===== src/rtl/core/lfr_pkg.sv =====
package lfr_pkg;

   // Fixed field widths
   localparam int unsigned CNT_W   = 3;
   localparam int unsigned ENTRY_W = 12;
   localparam int unsigned BCNT_W  = 4;

   // Framing bytes and diagnostic identifiers
   localparam logic [7:0]        BREAK_BYTE     = 8'h00;
   localparam logic [7:0]        SYNC_BYTE      = 8'h55;
   localparam logic [5:0]        DIAG_ID_MASTER = 6'h3C;
   localparam logic [5:0]        DIAG_ID_SLAVE  = 6'h3D;
   localparam logic [BCNT_W-1:0] BYTE_COUNT_MAX = 4'hF;

   // Register indexes on the CSR channel
   localparam int unsigned REG_FILTER_COUNT = 0;
   localparam int unsigned REG_FILTER_BASE  = 1;

   // Request modes
   typedef enum logic [1:0] {
      MODE_BYTE  = 2'd0,
      MODE_LINE  = 2'd1,
      MODE_REARM = 2'd2
   } mode_type;

   // Result status codes
   typedef enum logic [3:0] {
      ST_BUSY       = 4'd0,
      ST_BREAK_ERR  = 4'd1,
      ST_SYNC_ERR   = 4'd2,
      ST_PARITY_ERR = 4'd3,
      ST_NO_MATCH   = 4'd4,
      ST_HEADER_OK  = 4'd5,
      ST_FRAME_OK   = 4'd6,
      ST_CHECK_ERR  = 4'd7,
      ST_IGNORED    = 4'd8,
      ST_LINE_RESET = 4'd9,
      ST_ARMED      = 4'd10
   } status_type;

   // Shared unit operations
   typedef enum logic {
      ALU_ADD = 1'b0,
      ALU_CMP = 1'b1
   } alu_op_type;

   // Filter table entry packing
   typedef struct packed {
      logic       enh_ok;
      logic       classic_ok;
      logic       hdr_only;
      logic [2:0] len_m1;
      logic [5:0] id;
   } filter_entry_type;

   // Protected identifier: id plus its two parity bits
   function automatic logic [7:0] protect_id(input logic [5:0] id);
      logic p0;
      logic p1;
      p0 = id[0] ^ id[1] ^ id[2] ^ id[4];
      p1 = ~(id[1] ^ id[3] ^ id[4] ^ id[5]);
      return {p1, p0, id};
   endfunction

endpackage


===== src/rtl/core/lfr_ifs.sv =====
// Request channel: one UART byte or line event per item
interface lfr_req_if;
   logic       valid;
   logic       ready;
   logic [1:0] mode;
   logic [7:0] rx_byte;

   modport source (output valid, mode, rx_byte, input ready);
   modport sink   (input valid, mode, rx_byte, output ready);
endinterface

// Response channel: one status item per result
interface lfr_rsp_if;
   logic       valid;
   logic       ready;
   logic [3:0] status;
   logic [5:0] frame_id;
   logic       frame_class;
   logic [7:0] data_byte;
   logic [2:0] byte_index;
   logic       last;

   modport source (output valid, status, frame_id, frame_class, data_byte, byte_index, last,
                   input ready);
   modport sink   (input valid, status, frame_id, frame_class, data_byte, byte_index, last,
                   output ready);
endinterface

// Register write channel
interface lfr_csr_if #(parameter int IDX_W = 3);
   logic             valid;
   logic             ready;
   logic [IDX_W-1:0] index;
   logic [11:0]      data;

   modport source (output valid, index, data, input ready);
   modport sink   (input valid, index, data, output ready);
endinterface


===== src/rtl/core/lfr_regs.sv =====
module lfr_regs #(
   parameter int FILTER_SLOTS = 4,
   parameter int IDX_W        = 3
) (
   input  logic                                         clock,
   input  logic                                         reset,
   lfr_csr_if.sink                                      csr_ch,
   output logic [lfr_pkg::CNT_W-1:0]                    filter_count,
   output lfr_pkg::filter_entry_type [FILTER_SLOTS-1:0] filter_entry
);
   import lfr_pkg::*;

   logic [CNT_W-1:0]                    count_ff, count_in;
   filter_entry_type [FILTER_SLOTS-1:0] entry_ff, entry_in;
   logic                                wr_fire;

   assign csr_ch.ready = !reset;
   assign wr_fire      = csr_ch.valid && csr_ch.ready;

   // Index decode; writes beyond the table are dropped
   always_comb begin
      count_in = count_ff;
      entry_in = entry_ff;
      if (wr_fire) begin
         if (csr_ch.index == IDX_W'(REG_FILTER_COUNT)) begin
            count_in = csr_ch.data[CNT_W-1:0];
         end
         for (int s = 0; s < FILTER_SLOTS; s++) begin
            if (csr_ch.index == IDX_W'(REG_FILTER_BASE + s)) begin
               entry_in[s] = filter_entry_type'(csr_ch.data);
            end
         end
      end
   end

   always_ff @(posedge clock) begin
      if (reset) begin
         count_ff <= CNT_W'(1);
         entry_ff <= '0;
      end else begin
         count_ff <= count_in;
         entry_ff <= entry_in;
      end
   end

   assign filter_count = count_ff;
   assign filter_entry = entry_ff;

endmodule


===== src/rtl/core/lfr_alu.sv =====
module lfr_alu (
   input  lfr_pkg::alu_op_type op,
   input  logic [7:0]          a,
   input  logic [7:0]          b,
   output logic [7:0]          result,
   output logic                equal
);
   import lfr_pkg::*;

   logic [8:0] sum;

   // Byte add with end-around carry, or bitwise difference for compares
   assign sum = {1'b0, a} + {1'b0, b};

   always_comb begin
      case (op)
         ALU_ADD: result = sum[7:0] + {7'd0, sum[8]};
         default: result = a ^ b;
      endcase
   end

   // Only meaningful for compares
   assign equal = ~|result;

endmodule


===== src/rtl/core/lin_frame_receiver_core.sv =====
// LIN slave frame receiver.
// req_ch carries one item per UART event: mode 0 a received byte, mode 1 a
// line-status break event, mode 2 re-arms reception after a completed frame.
// rsp_ch returns one status item per request, except a good frame, which
// returns one FRAME_OK item per payload byte with last set on the final one.
// csr_ch writes the filter count (index 0) and the filter entries (1 on);
// it is always ready outside reset and must only be used while idle.
// A plain byte passes through the emit state into the output register. A PID
// walks the filter table with the shared compare unit, one entry per cycle.
// The checksum byte walks the payload through the shared end-around adder
// once per checksum kind tried (at most two), then streams one result per
// cycle while rsp_ch is not stalled.
// req_ch.ready is high only while the sequencer is idle; a new item can be
// taken while the last result still waits in the output register.
// A stalled rsp_ch holds the current result and the sequencer waits.
// Synchronous reset clears the sequencer, disarms reception, returns to
// waiting for a break and loads the filter count with 1 and entries with 0.
module lin_frame_receiver_core #(
   parameter int FILTER_SLOTS = 4,
   parameter int MAX_PAYLOAD  = 8
) (
   input  logic       clock,
   input  logic       reset,
   lfr_req_if.sink    req_ch,
   lfr_rsp_if.source  rsp_ch,
   lfr_csr_if.sink    csr_ch
);
   import lfr_pkg::*;

   localparam int SLOT_W = (FILTER_SLOTS > 1) ? $clog2(FILTER_SLOTS) : 1;
   localparam int SCNT_W = $clog2(FILTER_SLOTS + 1);
   localparam int PAY_W  = (MAX_PAYLOAD > 1) ? $clog2(MAX_PAYLOAD) : 1;
   localparam int LEN_W  = $clog2(MAX_PAYLOAD + 1);
   localparam int IDX_W  = $clog2(FILTER_SLOTS + 1);

   typedef enum logic [5:0] {
      S_IDLE   = 6'b000001,
      S_EMIT   = 6'b000010,
      S_SEARCH = 6'b000100,
      S_SUM    = 6'b001000,
      S_CMP    = 6'b010000,
      S_STREAM = 6'b100000
   } seq_state_type;

   typedef enum logic [5:0] {
      PH_BREAK = 6'b000001,
      PH_SYNC  = 6'b000010,
      PH_PID   = 6'b000100,
      PH_DATA  = 6'b001000,
      PH_CHECK = 6'b010000,
      PH_DONE  = 6'b100000
   } phase_type;

   // Configuration
   logic [CNT_W-1:0]                    filter_count;
   filter_entry_type [FILTER_SLOTS-1:0] filter_entry;

   // Control state
   seq_state_type     state_ff, state_in;
   phase_type         phase_ff, phase_in;
   logic              armed_ff, armed_in;
   logic [BCNT_W-1:0] byte_count_ff, byte_count_in;
   logic [SLOT_W-1:0] slot_ff, slot_in;
   logic              rsp_valid_ff, rsp_valid_in;

   // Working registers
   logic [SCNT_W-1:0] scan_ff, scan_in;
   logic [LEN_W-1:0]  step_ff, step_in;
   logic [7:0]        acc_ff, acc_in;
   logic [7:0]        rx_ff, rx_in;
   logic              enh_ff, enh_in;
   status_type        emit_status_ff, emit_status_in;
   logic [5:0]        emit_id_ff, emit_id_in;

   // Output register
   status_type        rsp_status_ff, rsp_status_in;
   logic [5:0]        rsp_id_ff, rsp_id_in;
   logic              rsp_class_ff, rsp_class_in;
   logic [7:0]        rsp_data_ff, rsp_data_in;
   logic [2:0]        rsp_index_ff, rsp_index_in;
   logic              rsp_last_ff, rsp_last_in;

   // Payload store
   logic [7:0]        payload_mem [MAX_PAYLOAD];
   logic              pay_we;
   logic [7:0]        pay_rd_ff;

   // Derived values
   logic              req_fire;
   logic              out_free;
   logic              rsp_load;
   filter_entry_type  cur_entry;
   filter_entry_type  scan_entry;
   logic [3:0]        len_full;
   logic [LEN_W-1:0]  cur_len;
   logic [3:0]        n_active;
   logic [7:0]        seed;
   logic [BCNT_W-1:0] cnt_inc;
   logic              step_last;

   // Shared unit
   alu_op_type        alu_op;
   logic [7:0]        alu_a, alu_b, alu_result;
   logic              alu_eq;

   lfr_regs #(
      .FILTER_SLOTS (FILTER_SLOTS),
      .IDX_W        (IDX_W)
   ) u_regs (
      .clock        (clock),
      .reset        (reset),
      .csr_ch       (csr_ch),
      .filter_count (filter_count),
      .filter_entry (filter_entry)
   );

   lfr_alu u_alu (
      .op     (alu_op),
      .a      (alu_a),
      .b      (alu_b),
      .result (alu_result),
      .equal  (alu_eq)
   );

   // Handshakes
   assign req_ch.ready = (state_ff == S_IDLE) && !reset;
   assign req_fire     = req_ch.valid && req_ch.ready;
   assign out_free     = !rsp_valid_ff || rsp_ch.ready;

   // Entry views, length saturated to the payload store
   assign cur_entry  = filter_entry[slot_ff];
   assign scan_entry = filter_entry[scan_ff[SLOT_W-1:0]];
   assign len_full   = {1'b0, cur_entry.len_m1} + 4'd1;
   assign cur_len    = (len_full > 4'(MAX_PAYLOAD)) ? LEN_W'(MAX_PAYLOAD) : LEN_W'(len_full);
   assign n_active   = (4'(filter_count) > 4'(FILTER_SLOTS)) ? 4'(FILTER_SLOTS)
                                                              : 4'(filter_count);
   assign seed       = ((cur_entry.id == DIAG_ID_MASTER) || (cur_entry.id == DIAG_ID_SLAVE))
                       ? 8'h00 : protect_id(cur_entry.id);
   assign cnt_inc    = (byte_count_ff != BYTE_COUNT_MAX) ? byte_count_ff + 4'd1 : byte_count_ff;
   assign step_last  = (LEN_W'(step_ff + 1'b1) == cur_len);

   // Operand select for the shared unit
   always_comb begin
      alu_op = ALU_ADD;
      alu_a  = acc_ff;
      alu_b  = pay_rd_ff;
      if (state_ff == S_SEARCH) begin
         alu_op = ALU_CMP;
         alu_a  = {2'b00, scan_entry.id};
         alu_b  = {2'b00, rx_ff[5:0]};
      end else if (state_ff == S_CMP) begin
         alu_op = ALU_CMP;
         alu_a  = ~acc_ff;
         alu_b  = rx_ff;
      end
   end

   // Sequencer
   always_comb begin
      state_in       = state_ff;
      phase_in       = phase_ff;
      armed_in       = armed_ff;
      byte_count_in  = byte_count_ff;
      slot_in        = slot_ff;
      scan_in        = scan_ff;
      step_in        = step_ff;
      acc_in         = acc_ff;
      rx_in          = rx_ff;
      enh_in         = enh_ff;
      emit_status_in = emit_status_ff;
      emit_id_in     = emit_id_ff;
      pay_we         = 1'b0;
      rsp_load       = 1'b0;
      rsp_status_in  = rsp_status_ff;
      rsp_id_in      = rsp_id_ff;
      rsp_class_in   = rsp_class_ff;
      rsp_data_in    = rsp_data_ff;
      rsp_index_in   = rsp_index_ff;
      rsp_last_in    = rsp_last_ff;

      unique case (state_ff)
         S_IDLE: begin
            if (req_fire) begin
               state_in       = S_EMIT;
               emit_status_in = ST_BUSY;
               emit_id_in     = '0;
               if (req_ch.mode == MODE_LINE) begin
                  phase_in       = PH_BREAK;
                  emit_status_in = ST_LINE_RESET;
               end else if (req_ch.mode == MODE_REARM) begin
                  if (armed_ff) begin
                     emit_status_in = ST_IGNORED;
                  end else begin
                     armed_in       = 1'b1;
                     phase_in       = PH_BREAK;
                     emit_status_in = ST_ARMED;
                  end
               end else if ((req_ch.mode != MODE_BYTE) || !armed_ff) begin
                  emit_status_in = ST_IGNORED;
               end else begin
                  unique case (phase_ff)
                     PH_BREAK: begin
                        if (req_ch.rx_byte != BREAK_BYTE) begin
                           emit_status_in = ST_BREAK_ERR;
                        end else begin
                           byte_count_in = '0;
                           phase_in      = PH_SYNC;
                        end
                     end
                     PH_SYNC: begin
                        if (req_ch.rx_byte != SYNC_BYTE) begin
                           phase_in       = PH_BREAK;
                           emit_status_in = ST_SYNC_ERR;
                        end else begin
                           phase_in = PH_PID;
                        end
                     end
                     PH_PID: begin
                        if (req_ch.rx_byte != protect_id(req_ch.rx_byte[5:0])) begin
                           phase_in       = PH_BREAK;
                           emit_status_in = ST_PARITY_ERR;
                        end else begin
                           rx_in    = req_ch.rx_byte;
                           scan_in  = '0;
                           state_in = S_SEARCH;
                        end
                     end
                     PH_DATA: begin
                        pay_we        = (byte_count_ff < BCNT_W'(MAX_PAYLOAD));
                        byte_count_in = cnt_inc;
                        if (cnt_inc >= BCNT_W'(cur_len)) begin
                           phase_in = PH_CHECK;
                        end
                     end
                     PH_CHECK: begin
                        rx_in   = req_ch.rx_byte;
                        step_in = '0;
                        if (cur_entry.classic_ok) begin
                           enh_in   = 1'b0;
                           acc_in   = 8'h00;
                           state_in = S_SUM;
                        end else if (cur_entry.enh_ok) begin
                           enh_in   = 1'b1;
                           acc_in   = seed;
                           state_in = S_SUM;
                        end else begin
                           phase_in       = PH_BREAK;
                           emit_status_in = ST_CHECK_ERR;
                           emit_id_in     = cur_entry.id;
                        end
                     end
                     default: begin
                        phase_in = PH_BREAK;
                     end
                  endcase
               end
            end
         end

         // One filter entry per cycle through the compare unit
         S_SEARCH: begin
            if (4'(scan_ff) >= n_active) begin
               phase_in       = PH_BREAK;
               emit_status_in = ST_NO_MATCH;
               emit_id_in     = '0;
               state_in       = S_EMIT;
            end else if (alu_eq) begin
               slot_in    = scan_ff[SLOT_W-1:0];
               state_in   = S_EMIT;
               emit_id_in = '0;
               if (scan_entry.hdr_only) begin
                  armed_in       = 1'b0;
                  phase_in       = PH_DONE;
                  emit_status_in = ST_HEADER_OK;
                  emit_id_in     = scan_entry.id;
               end else begin
                  phase_in       = PH_DATA;
                  emit_status_in = ST_BUSY;
               end
            end else begin
               scan_in = scan_ff + 1'b1;
            end
         end

         // One payload byte per cycle into the end-around sum
         S_SUM: begin
            acc_in  = alu_result;
            step_in = step_ff + 1'b1;
            if (step_last) begin
               state_in = S_CMP;
            end
         end

         // Inverted sum against the received checksum byte
         S_CMP: begin
            step_in = '0;
            if (alu_eq) begin
               armed_in = 1'b0;
               phase_in = PH_DONE;
               state_in = S_STREAM;
            end else if (!enh_ff && cur_entry.enh_ok) begin
               enh_in   = 1'b1;
               acc_in   = seed;
               state_in = S_SUM;
            end else begin
               phase_in       = PH_BREAK;
               emit_status_in = ST_CHECK_ERR;
               emit_id_in     = cur_entry.id;
               state_in       = S_EMIT;
            end
         end

         S_EMIT: begin
            if (out_free) begin
               rsp_load      = 1'b1;
               rsp_status_in = emit_status_ff;
               rsp_id_in     = emit_id_ff;
               rsp_class_in  = 1'b0;
               rsp_data_in   = 8'h00;
               rsp_index_in  = 3'd0;
               rsp_last_in   = 1'b1;
               state_in      = S_IDLE;
            end
         end

         S_STREAM: begin
            if (out_free) begin
               rsp_load      = 1'b1;
               rsp_status_in = ST_FRAME_OK;
               rsp_id_in     = cur_entry.id;
               rsp_class_in  = enh_ff;
               rsp_data_in   = pay_rd_ff;
               rsp_index_in  = 3'(step_ff);
               rsp_last_in   = step_last;
               step_in       = step_ff + 1'b1;
               if (step_last) begin
                  state_in = S_IDLE;
               end
            end
         end

         default: begin
            state_in = S_IDLE;
         end
      endcase
   end

   // Output valid: loaded, or cleared once taken
   always_comb begin
      if (rsp_load) begin
         rsp_valid_in = 1'b1;
      end else if (rsp_ch.ready) begin
         rsp_valid_in = 1'b0;
      end else begin
         rsp_valid_in = rsp_valid_ff;
      end
   end

   // Control registers
   always_ff @(posedge clock) begin
      if (reset) begin
         state_ff      <= S_IDLE;
         phase_ff      <= PH_BREAK;
         armed_ff      <= 1'b0;
         byte_count_ff <= '0;
         slot_ff       <= '0;
         rsp_valid_ff  <= 1'b0;
      end else begin
         state_ff      <= state_in;
         phase_ff      <= phase_in;
         armed_ff      <= armed_in;
         byte_count_ff <= byte_count_in;
         slot_ff       <= slot_in;
         rsp_valid_ff  <= rsp_valid_in;
      end
   end

   // Working and output payload registers
   always_ff @(posedge clock) begin
      scan_ff        <= scan_in;
      step_ff        <= step_in;
      acc_ff         <= acc_in;
      rx_ff          <= rx_in;
      enh_ff         <= enh_in;
      emit_status_ff <= emit_status_in;
      emit_id_ff     <= emit_id_in;
      rsp_status_ff  <= rsp_status_in;
      rsp_id_ff      <= rsp_id_in;
      rsp_class_ff   <= rsp_class_in;
      rsp_data_ff    <= rsp_data_in;
      rsp_index_ff   <= rsp_index_in;
      rsp_last_ff    <= rsp_last_in;
   end

   // Payload store: write on data bytes, read ahead at the next step
   always_ff @(posedge clock) begin
      if (pay_we) begin
         payload_mem[byte_count_ff[PAY_W-1:0]] <= req_ch.rx_byte;
      end
      pay_rd_ff <= payload_mem[step_in[PAY_W-1:0]];
   end

   assign rsp_ch.valid       = rsp_valid_ff;
   assign rsp_ch.status      = rsp_status_ff;
   assign rsp_ch.frame_id    = rsp_id_ff;
   assign rsp_ch.frame_class = rsp_class_ff;
   assign rsp_ch.data_byte   = rsp_data_ff;
   assign rsp_ch.byte_index  = rsp_index_ff;
   assign rsp_ch.last        = rsp_last_ff;

endmodule


===== src/flat_wrapper.sv =====
// flat-port wrapper written by rule: the top's interface ports become plain ports
module lin_frame_receiver_core_flat import lfr_pkg::*;
#(
   parameter int FILTER_SLOTS = 4,
   parameter int MAX_PAYLOAD  = 8
)
  (clock, reset, req_ch_valid, req_ch_mode, req_ch_rx_byte, req_ch_ready, rsp_ch_valid, rsp_ch_status, rsp_ch_frame_id, rsp_ch_frame_class, rsp_ch_data_byte, rsp_ch_byte_index, rsp_ch_last, rsp_ch_ready, csr_ch_valid, csr_ch_index, csr_ch_data, csr_ch_ready);
  lfr_req_if req_ch_i ();
  lfr_rsp_if rsp_ch_i ();
  lfr_csr_if csr_ch_i ();
  input  logic clock;
  input  logic reset;
  input wire logic [$bits(req_ch_i.valid)-1:0] req_ch_valid;
  input wire logic [$bits(req_ch_i.mode)-1:0] req_ch_mode;
  input wire logic [$bits(req_ch_i.rx_byte)-1:0] req_ch_rx_byte;
  output wire logic [$bits(req_ch_i.ready)-1:0] req_ch_ready;
  output wire logic [$bits(rsp_ch_i.valid)-1:0] rsp_ch_valid;
  output wire logic [$bits(rsp_ch_i.status)-1:0] rsp_ch_status;
  output wire logic [$bits(rsp_ch_i.frame_id)-1:0] rsp_ch_frame_id;
  output wire logic [$bits(rsp_ch_i.frame_class)-1:0] rsp_ch_frame_class;
  output wire logic [$bits(rsp_ch_i.data_byte)-1:0] rsp_ch_data_byte;
  output wire logic [$bits(rsp_ch_i.byte_index)-1:0] rsp_ch_byte_index;
  output wire logic [$bits(rsp_ch_i.last)-1:0] rsp_ch_last;
  input wire logic [$bits(rsp_ch_i.ready)-1:0] rsp_ch_ready;
  input wire logic [$bits(csr_ch_i.valid)-1:0] csr_ch_valid;
  input wire logic [$bits(csr_ch_i.index)-1:0] csr_ch_index;
  input wire logic [$bits(csr_ch_i.data)-1:0] csr_ch_data;
  output wire logic [$bits(csr_ch_i.ready)-1:0] csr_ch_ready;
  assign req_ch_i.valid = req_ch_valid;
  assign req_ch_i.mode = req_ch_mode;
  assign req_ch_i.rx_byte = req_ch_rx_byte;
  assign req_ch_ready = req_ch_i.ready;
  assign rsp_ch_valid = rsp_ch_i.valid;
  assign rsp_ch_status = rsp_ch_i.status;
  assign rsp_ch_frame_id = rsp_ch_i.frame_id;
  assign rsp_ch_frame_class = rsp_ch_i.frame_class;
  assign rsp_ch_data_byte = rsp_ch_i.data_byte;
  assign rsp_ch_byte_index = rsp_ch_i.byte_index;
  assign rsp_ch_last = rsp_ch_i.last;
  assign rsp_ch_i.ready = rsp_ch_ready;
  assign csr_ch_i.valid = csr_ch_valid;
  assign csr_ch_i.index = csr_ch_index;
  assign csr_ch_i.data = csr_ch_data;
  assign csr_ch_ready = csr_ch_i.ready;
  lin_frame_receiver_core #(.FILTER_SLOTS(FILTER_SLOTS), .MAX_PAYLOAD(MAX_PAYLOAD)) u_core (.clock(clock), .reset(reset), .req_ch(req_ch_i), .rsp_ch(rsp_ch_i), .csr_ch(csr_ch_i));
endmodule

===== config.mk =====
export PLATFORM = sky130hd
export DESIGN_NAME = lin_frame_receiver_core_flat
export DESIGN_NICKNAME = d
export VERILOG_FILES = /design/src/rtl/core/lfr_pkg.sv /design/src/rtl/core/lfr_ifs.sv /design/src/rtl/core/lfr_regs.sv /design/src/rtl/core/lfr_alu.sv /design/src/rtl/core/lin_frame_receiver_core.sv /design/src/flat_wrapper.sv
export SDC_FILE = /design/constraint.sdc
export NUM_CORES = 1
export LEC_CHECK = 0
export BUFFER_PORTS_ARGS = -buffer_cell sky130_fd_sc_hd__buf_2
export CORE_MARGIN = 2
export CORE_UTILIZATION = 50
export CTS_BUF_LIST = sky130_fd_sc_hd__clkbuf_16
export CTS_CLUSTER_DIAMETER = 120
export CTS_CLUSTER_SIZE = 25
export DETAILED_ROUTE_END_ITERATION = 7
export GPL_ROUTABILITY_DRIVEN = 1
export PLACE_DENSITY = 0.81
export SYNTH_ARGS = -nofsm -noshare
export SYNTH_HDL_FRONTEND = slang
export SYNTH_SLANG_ARGS = --single-unit

===== constraint.sdc =====
create_clock -name clock -period 6.55 [get_ports clock]
set_input_delay 1.965 -clock clock [delete_from_list [all_inputs] [get_ports clock]]
set_output_delay 1.965 -clock clock [all_outputs]
set_load 0.01 [all_outputs]

[After elaboration in Yosys (flattened, before gate mapping)]
Memories as Yosys holds them, arrays and structs flattened. A register that Yosys moved wholly into a read port is not among the register bits.
Index checks and enable logic that the tools add are counted.
Word-level totals
  register bits: 128
  memory bits (writable): 64
  bits of input ports: 30
  output and inout port bits: 26
  word-level logic and storage cells: 331
  memories: 1
Operators by class
  add/subtract/negate cells: 6
  order comparisons: 7
  equality and inequality tests: 55
  muxes and demuxes: 158
  bitwise logic cells: 21
  reduce and logical (&&, ||, !) cells: 42
Memory list
  u_core.payload_mem: words 8, width 8, rd ports 1, clocked after Yosys merged registers in 1, wr ports 1, RTL line lin_frame_receiver_core.sv:84  | logic [7:0] payload_mem [MAX_PAYLOAD];
Operators by type and width (number)
  $mux W6: 41
  $mux W8: 18
  $mux W4: 22
  $bmux W12 S2: 2
  $mux W3: 15
  $pmux W6 S3: 2
  $pmux W6 S6: 1
  $mux W1: 35
  $ne A2 B2 Y1 const B: 16
  $pmux W4 S4: 2
  $pmux W8 S2: 2
  $pmux W6 S5: 1
  $reduce_and A9 Y1: 3
  $ne A5 B5 Y1 const B: 5
  $pmux W6 S2: 2
  $pmux W8 S3: 1
  $reduce_and A7 Y1: 3
  $eq A6 B6 Y1 const B: 3
  $pmux W4 S2: 2
  $reduce_bool A2 Y1: 7
  $eq A6 B1 Y1 const B: 2
  $eq A6 B2 Y1 const B: 2
  $eq A6 B3 Y1 const B: 2
  $eq A6 B4 Y1 const B: 2
  other kinds (50): 98

[Depth between registers and ports, before layout]
  depth in word-level cells: 15
  depth in mapped cells: 25

[Modules after synthesis]
A second synthesis with hierarchy kept.
Second synthesis, totals
  cells, all modules: 942
  area total of the unflattened synthesis: 10466.3 um^2
Modules (own cells, without submodules)
  lin_frame_receiver_core: instances 1, cells each 651, area an instance 7661.1 um^2, seq. area each 4164.0 um^2
  lfr_regs: instances 1, cells each 197, area an instance 2105.8 um^2, seq. area each 1021.0 um^2
  lfr_alu: instances 1, cells each 94, area an instance 699.4 um^2, seq. area each 0.0 um^2

[Worst setup path before layout]
No wires, ideal clock.
  kind: register to register
  from: register u_core.state_ff[3]
  to: register u_core.emit_id_ff[0] (enable)
  library setup time: 393 ps
  arrival: 5739 ps
  slack: 418 ps
  cell stages (with the launch flop): 24
  cell sequence: dfxtp_1 > buf_2 > or4_1 > or2_1 > buf_2 > buf_2 > nand2_1 > nand2_1 > ha_1 > fa_1 > a211oi_1 > o21bai_1 > a21oi_1 > o21bai_1 > a21o_1 > ha_1 > ha_1 > xor2_1 > or4_1 > o22ai_1 > nand3_2 > nor4b_4 > a21oi_2 > a211oi_1
On the way
  word-level cells in the longest chain between the ends: 9
  elaborated cells on any way between the ends: 22
  classes of those cells: add/sub (2); eq/ne (7); mux (7); bitwise (1); reduce/logical (5)
Ends and longest elaborated chain
  start: declaration: RTL line lin_frame_receiver_core.sv:59  | seq_state_type state_ff, state_in;
  start signal: assignment: RTL line lin_frame_receiver_core.sv:369  | state_ff <= state_in;
  $eq A6 B5 Y1: RTL line lin_frame_receiver_core.sv:151, lin_frame_receiver_core.sv:181
  $mux W8: RTL line lin_frame_receiver_core.sv:151  | end else if (state_ff == S_CMP) begin
  $mux W8: RTL line lin_frame_receiver_core.sv:147  | if (state_ff == S_SEARCH) begin
  $add A8 B8 Y9: RTL line lfr_alu.sv:13  | assign sum = {1'b0, a} + {1'b0, b};
  $add A8 B1 Y8: RTL line lfr_alu.sv:17  | ALU_ADD: result = sum[7:0] + {7'd0, sum[8]};
  $mux W8: RTL line lfr_alu.sv:16  | case (op)
  $reduce_or A8 Y1: RTL line lfr_alu.sv:23  | assign equal = ~|result;
  $ne A3 B3 Y1 (no source line) or $ne A2 B2 Y1 (tied branches)
  $reduce_and A5 Y1 (no source line) *
  end signal: assignment: RTL line lin_frame_receiver_core.sv:386  | emit_id_ff <= emit_id_in;
  end: declaration: RTL line lin_frame_receiver_core.sv:73  | logic [5:0] emit_id_ff, emit_id_in;
Every way passes the cells marked *; elsewhere a longest branch is shown, timed or not.
A chain may end at the register's enable or synchronous reset.

[Worst setup path after layout]
  from: register u_core.state_ff[0]
  to: register u_core.emit_id_ff[3] (enable)
Same word-level chain as after synthesis.

==> metrics.txt <==
ratio of total power to cell area ~260 nW/um2; startpoint class of the critical path register; min Tclk post-route between 6 and 7 ns; DR vias/cell about 5.8; internal power slightly above 2000 uW; Final TNS setup 0 ns; CTS Buffer Depth 2; Pwr Total 2860 uW; WHS Endpoint u_core.u_regs.filter_entry[44]$_SDFFE_PP0P_; clock sink count 200; max-slew violation count 0; Starting Density 0.5094; Max Clock Skew 0.01566 ns; Reg2Reg Depth 22; utilization after layout 0.5717; ys flop type edfxtp_1; Sw Share 0.2793; ANT nets after route 0; Crit Path Max Fanout 10; critical path class register to register; list of most frequent post-synthesis cells edfxtp_1, nor2_1, nand2_1, dfxtp_1, mux2i_1; die width 144.8 um; Overflow after GRT 0; I/O Buffers 55; count leader, synth edfxtp_1; postcts setup bufs 0; Post-Synth Adder-Cell Area 0.03862; cts hold-fix bufs 0; largest net degree at the start of global routing 37; Skew-Pair Late Insertion Delay 0.44 ns; Flop pwr share 0.489; power share of the combinational group 0.133; root buf cell clkbuf_16; H-tree depth 4; fin nets 979; Worst EP required 6.74 ns; Slew HR 0.2031; Die H between 100 and 150 um; synth warn 0; HPWL Detailed roughly 16,000 um; synthesized area slightly below 10,000 um2; Leak between 0.004 and 0.005 uW; reg2reg setup slack between 0.4 and 0.5 ns; Vias a little under 7,000; Finished Layout Cells between 1,000 and 1,500; routability cong. slightly above 0.9; Worst Hold Depth 2; FMAX 165.2 MHz; Routed WL roughly 22,000 um; crit end category register; hold slack 0.4592 ns; Post-Syn Area per Cell around 11 um2; XOR/XNOR Fraction of Synth Area 0.03571; reg2reg end u_core.emit_id_ff[3]$_DFFE_PP_; Ant. Diodes 0; initial antenna violation count 0; number of I/O pins 56; RSZ-0062 raised after global routing no; mux cell area share after synthesis 0.1426; Setup crit start u_core.state_ff[0]$_SDFFE_PP1P_; Placed Instances around 1,200; Num CTS Buffers 17; Worst VDD drop roughly 0.00020 V; EDFF count, synth roughly 120; post-synthesis simple-gate area fraction 0.1639; clock network power share 0.378; worst-margin pin slew 1.194 ns; first-pass GRT wire length 34,800 um; wire length per cell between 15 and 20 um; Hold Path Origin u_core.u_regs.filter_entry[44]$_SDFFE_PP0P_; vias in the first global route about 6,600; HP Class register to register; largest area contributor in the netlist edfxtp_1; fraction of layout cells with a size suffix above 1 0.1856; share of flip-flops with an asynchronous set or reset 0; Compound-Gate Fraction of Synth Area 0.07446; First DRT Iteration DRCs slightly above 500; Clock transition at path regs around 0.08 ns; Total GRT Usage 0.2191; max_cap viols 0; area grow syn2layout 12.23%; # setup viols final 0; Worst R2R Start u_core.state_ff[0]$_SDFFE_PP1P_; #FFs+latches synth 200; top post-synthesis cells by area edfxtp_1, dfxtp_1, mux4_2, mux2i_1, nor2_1; core area 19,460 um2; post-synth cell types 70; largest family of logic cells by synthesized area simple AND/OR/NAND/NOR gates; status complete, no violations; NetSw around 800 uW; Fin. Hold Viols 0; Synth top area share 0.3574; die area around 21,000 um2; worst path arrival time approximately 6.2 ns; sequential share of the synthesized area 0.5230; drc violations 0; row cnt roughly 50; DRT Pass-1 Iters 5; CTS tree done; Cells after Synth approximately 860; Syn Nets approximately 920; crit share post-route 0.9242; CTS resizes 0
layout make-up:
type	instances	area, um2
timing repair buffer	72	402.9
inverter	17	63.81
fill	1541	8335
sequential	200	5185
clock inverter	15	201.4
clock buffer	17	425.4
tap	265	331.6
multi-input combinational	611	4517
critical path, stage by stage, from the launching register on:
cell      delay (ns)
dfxtp_1         0.36
or4_1           0.55
or2_1           0.28
nand2_1         0.08
nand2_1         0.05
ha_1            0.23
fa_1            0.46
a211oi_1        0.43
o21bai_1        0.13
a21oi_1         0.24
o21bai_1        0.09
a21o_1          0.18
ha_1            0.20
ha_1            0.26
xor2_1          0.18
or4_1           0.41
o22ai_1         0.19
nand3_2         0.11
nor4b_4         0.50
nand2_1         0.28
a311oi_1        0.31
a211oi_1        0.08
buf_4           0.20
metrics by stage:
stage               setup WS [ns]  cell area (um2)
floorplan                  0.4177             9915
global placement           0.7168            10500
detailed placement         0.5794            10500
CTS                        0.5568            11130
global route              0.06788            11130
finish                     0.4968            11130
worst max-delay path by stage:
stage / end / cells after the start
finish: u_core.emit_id_ff[3]$_DFFE_PP_ / 22
global route: u_core.emit_id_ff[3]$_DFFE_PP_ / 22
CTS: u_core.emit_id_ff[3]$_DFFE_PP_ / 22
detailed placement: u_core.emit_status_ff[1]$_DFFE_PP_ / 22
global placement: u_core.emit_id_ff[1]$_DFFE_PP_ / 22
floorplan: u_core.emit_id_ff[0]$_DFFE_PP_ / 23
layout by cell type (no fill, tap or decap), types with 6 or more instances in the layout:
cell / Yosys / routed
buf_4: 1 / 17
nor2_1: 103 / 102
xor2_1: 19 / 19
nor3_1: 14 / 14
nor2b_1: 10 / 10
ha_1: 29 / 29
edfxtp_1: 118 / 118
nand2b_1: 12 / 12
dfxtp_1: 82 / 82
a21o_1: 6 / 6
a31oi_1: 6 / 6
mux4_2: 34 / 34
a22o_1: 6 / 6
inv_1: 17 / 17
o21ai_0: 20 / 20
nand2_1: 95 / 95
buf_2: 7 / 55
mux2i_1: 49 / 49
mux2_2: 14 / 14
clkbuf_16: 0 / 17
and2_1: 17 / 17
nand3_1: 29 / 29
a21oi_1: 36 / 36
xnor2_1: 17 / 17
sequential cells by signal, summed over array words and instances (netlist names), 4 cells and up:
register	count
u_core.acc_ff	8
u_core.byte_count_ff	4
u_core.emit_id_ff	6
u_core.emit_status_ff	4
u_core.pay_rd_ff	8
u_core.payload_mem	64
u_core.phase_ff	6
u_core.rsp_ch.data_byte	8
u_core.rsp_ch.frame_id	6
u_core.rsp_ch.status	4
u_core.rx_ff	8
u_core.state_ff	6
u_core.step_ff	4
u_core.u_regs.filter_entry	48
cell families after synthesis:
logic type | Yosys count
AND/OR/NAND/NOR | 333
flip-flops | 200
AO/OA/AOI/OAI | 113
multiplexers | 97
buffers and inverters | 52
XOR/XNOR | 38
adder cells (fa/ha/maj) | 30
power by group through the flow:
stage | clock [uW] | combinational, uW | sequential (uW)
final | 1080 | 380 | 1400
after global routing | 1140 | 416 | 1400
after detailed placement | 0 | 374 | 1430
after CTS | 1090 | 377 | 1400
after floorplan | 0 | 265 | 1420
after global placement | 0 | 367 | 1420
routing by layer:
metal / wire [um] / global-route usage / share of wire
met5: 0 / 0 / 0
met3: 1329 / 0.04080 / 0.060
met1: 9674 / 0.2992 / 0.44
met4: 333 / 0.06592 / 0.015
met2: 10650 / 0.3582 / 0.48
No activity file was read; power rests on OpenSTA's default activity.
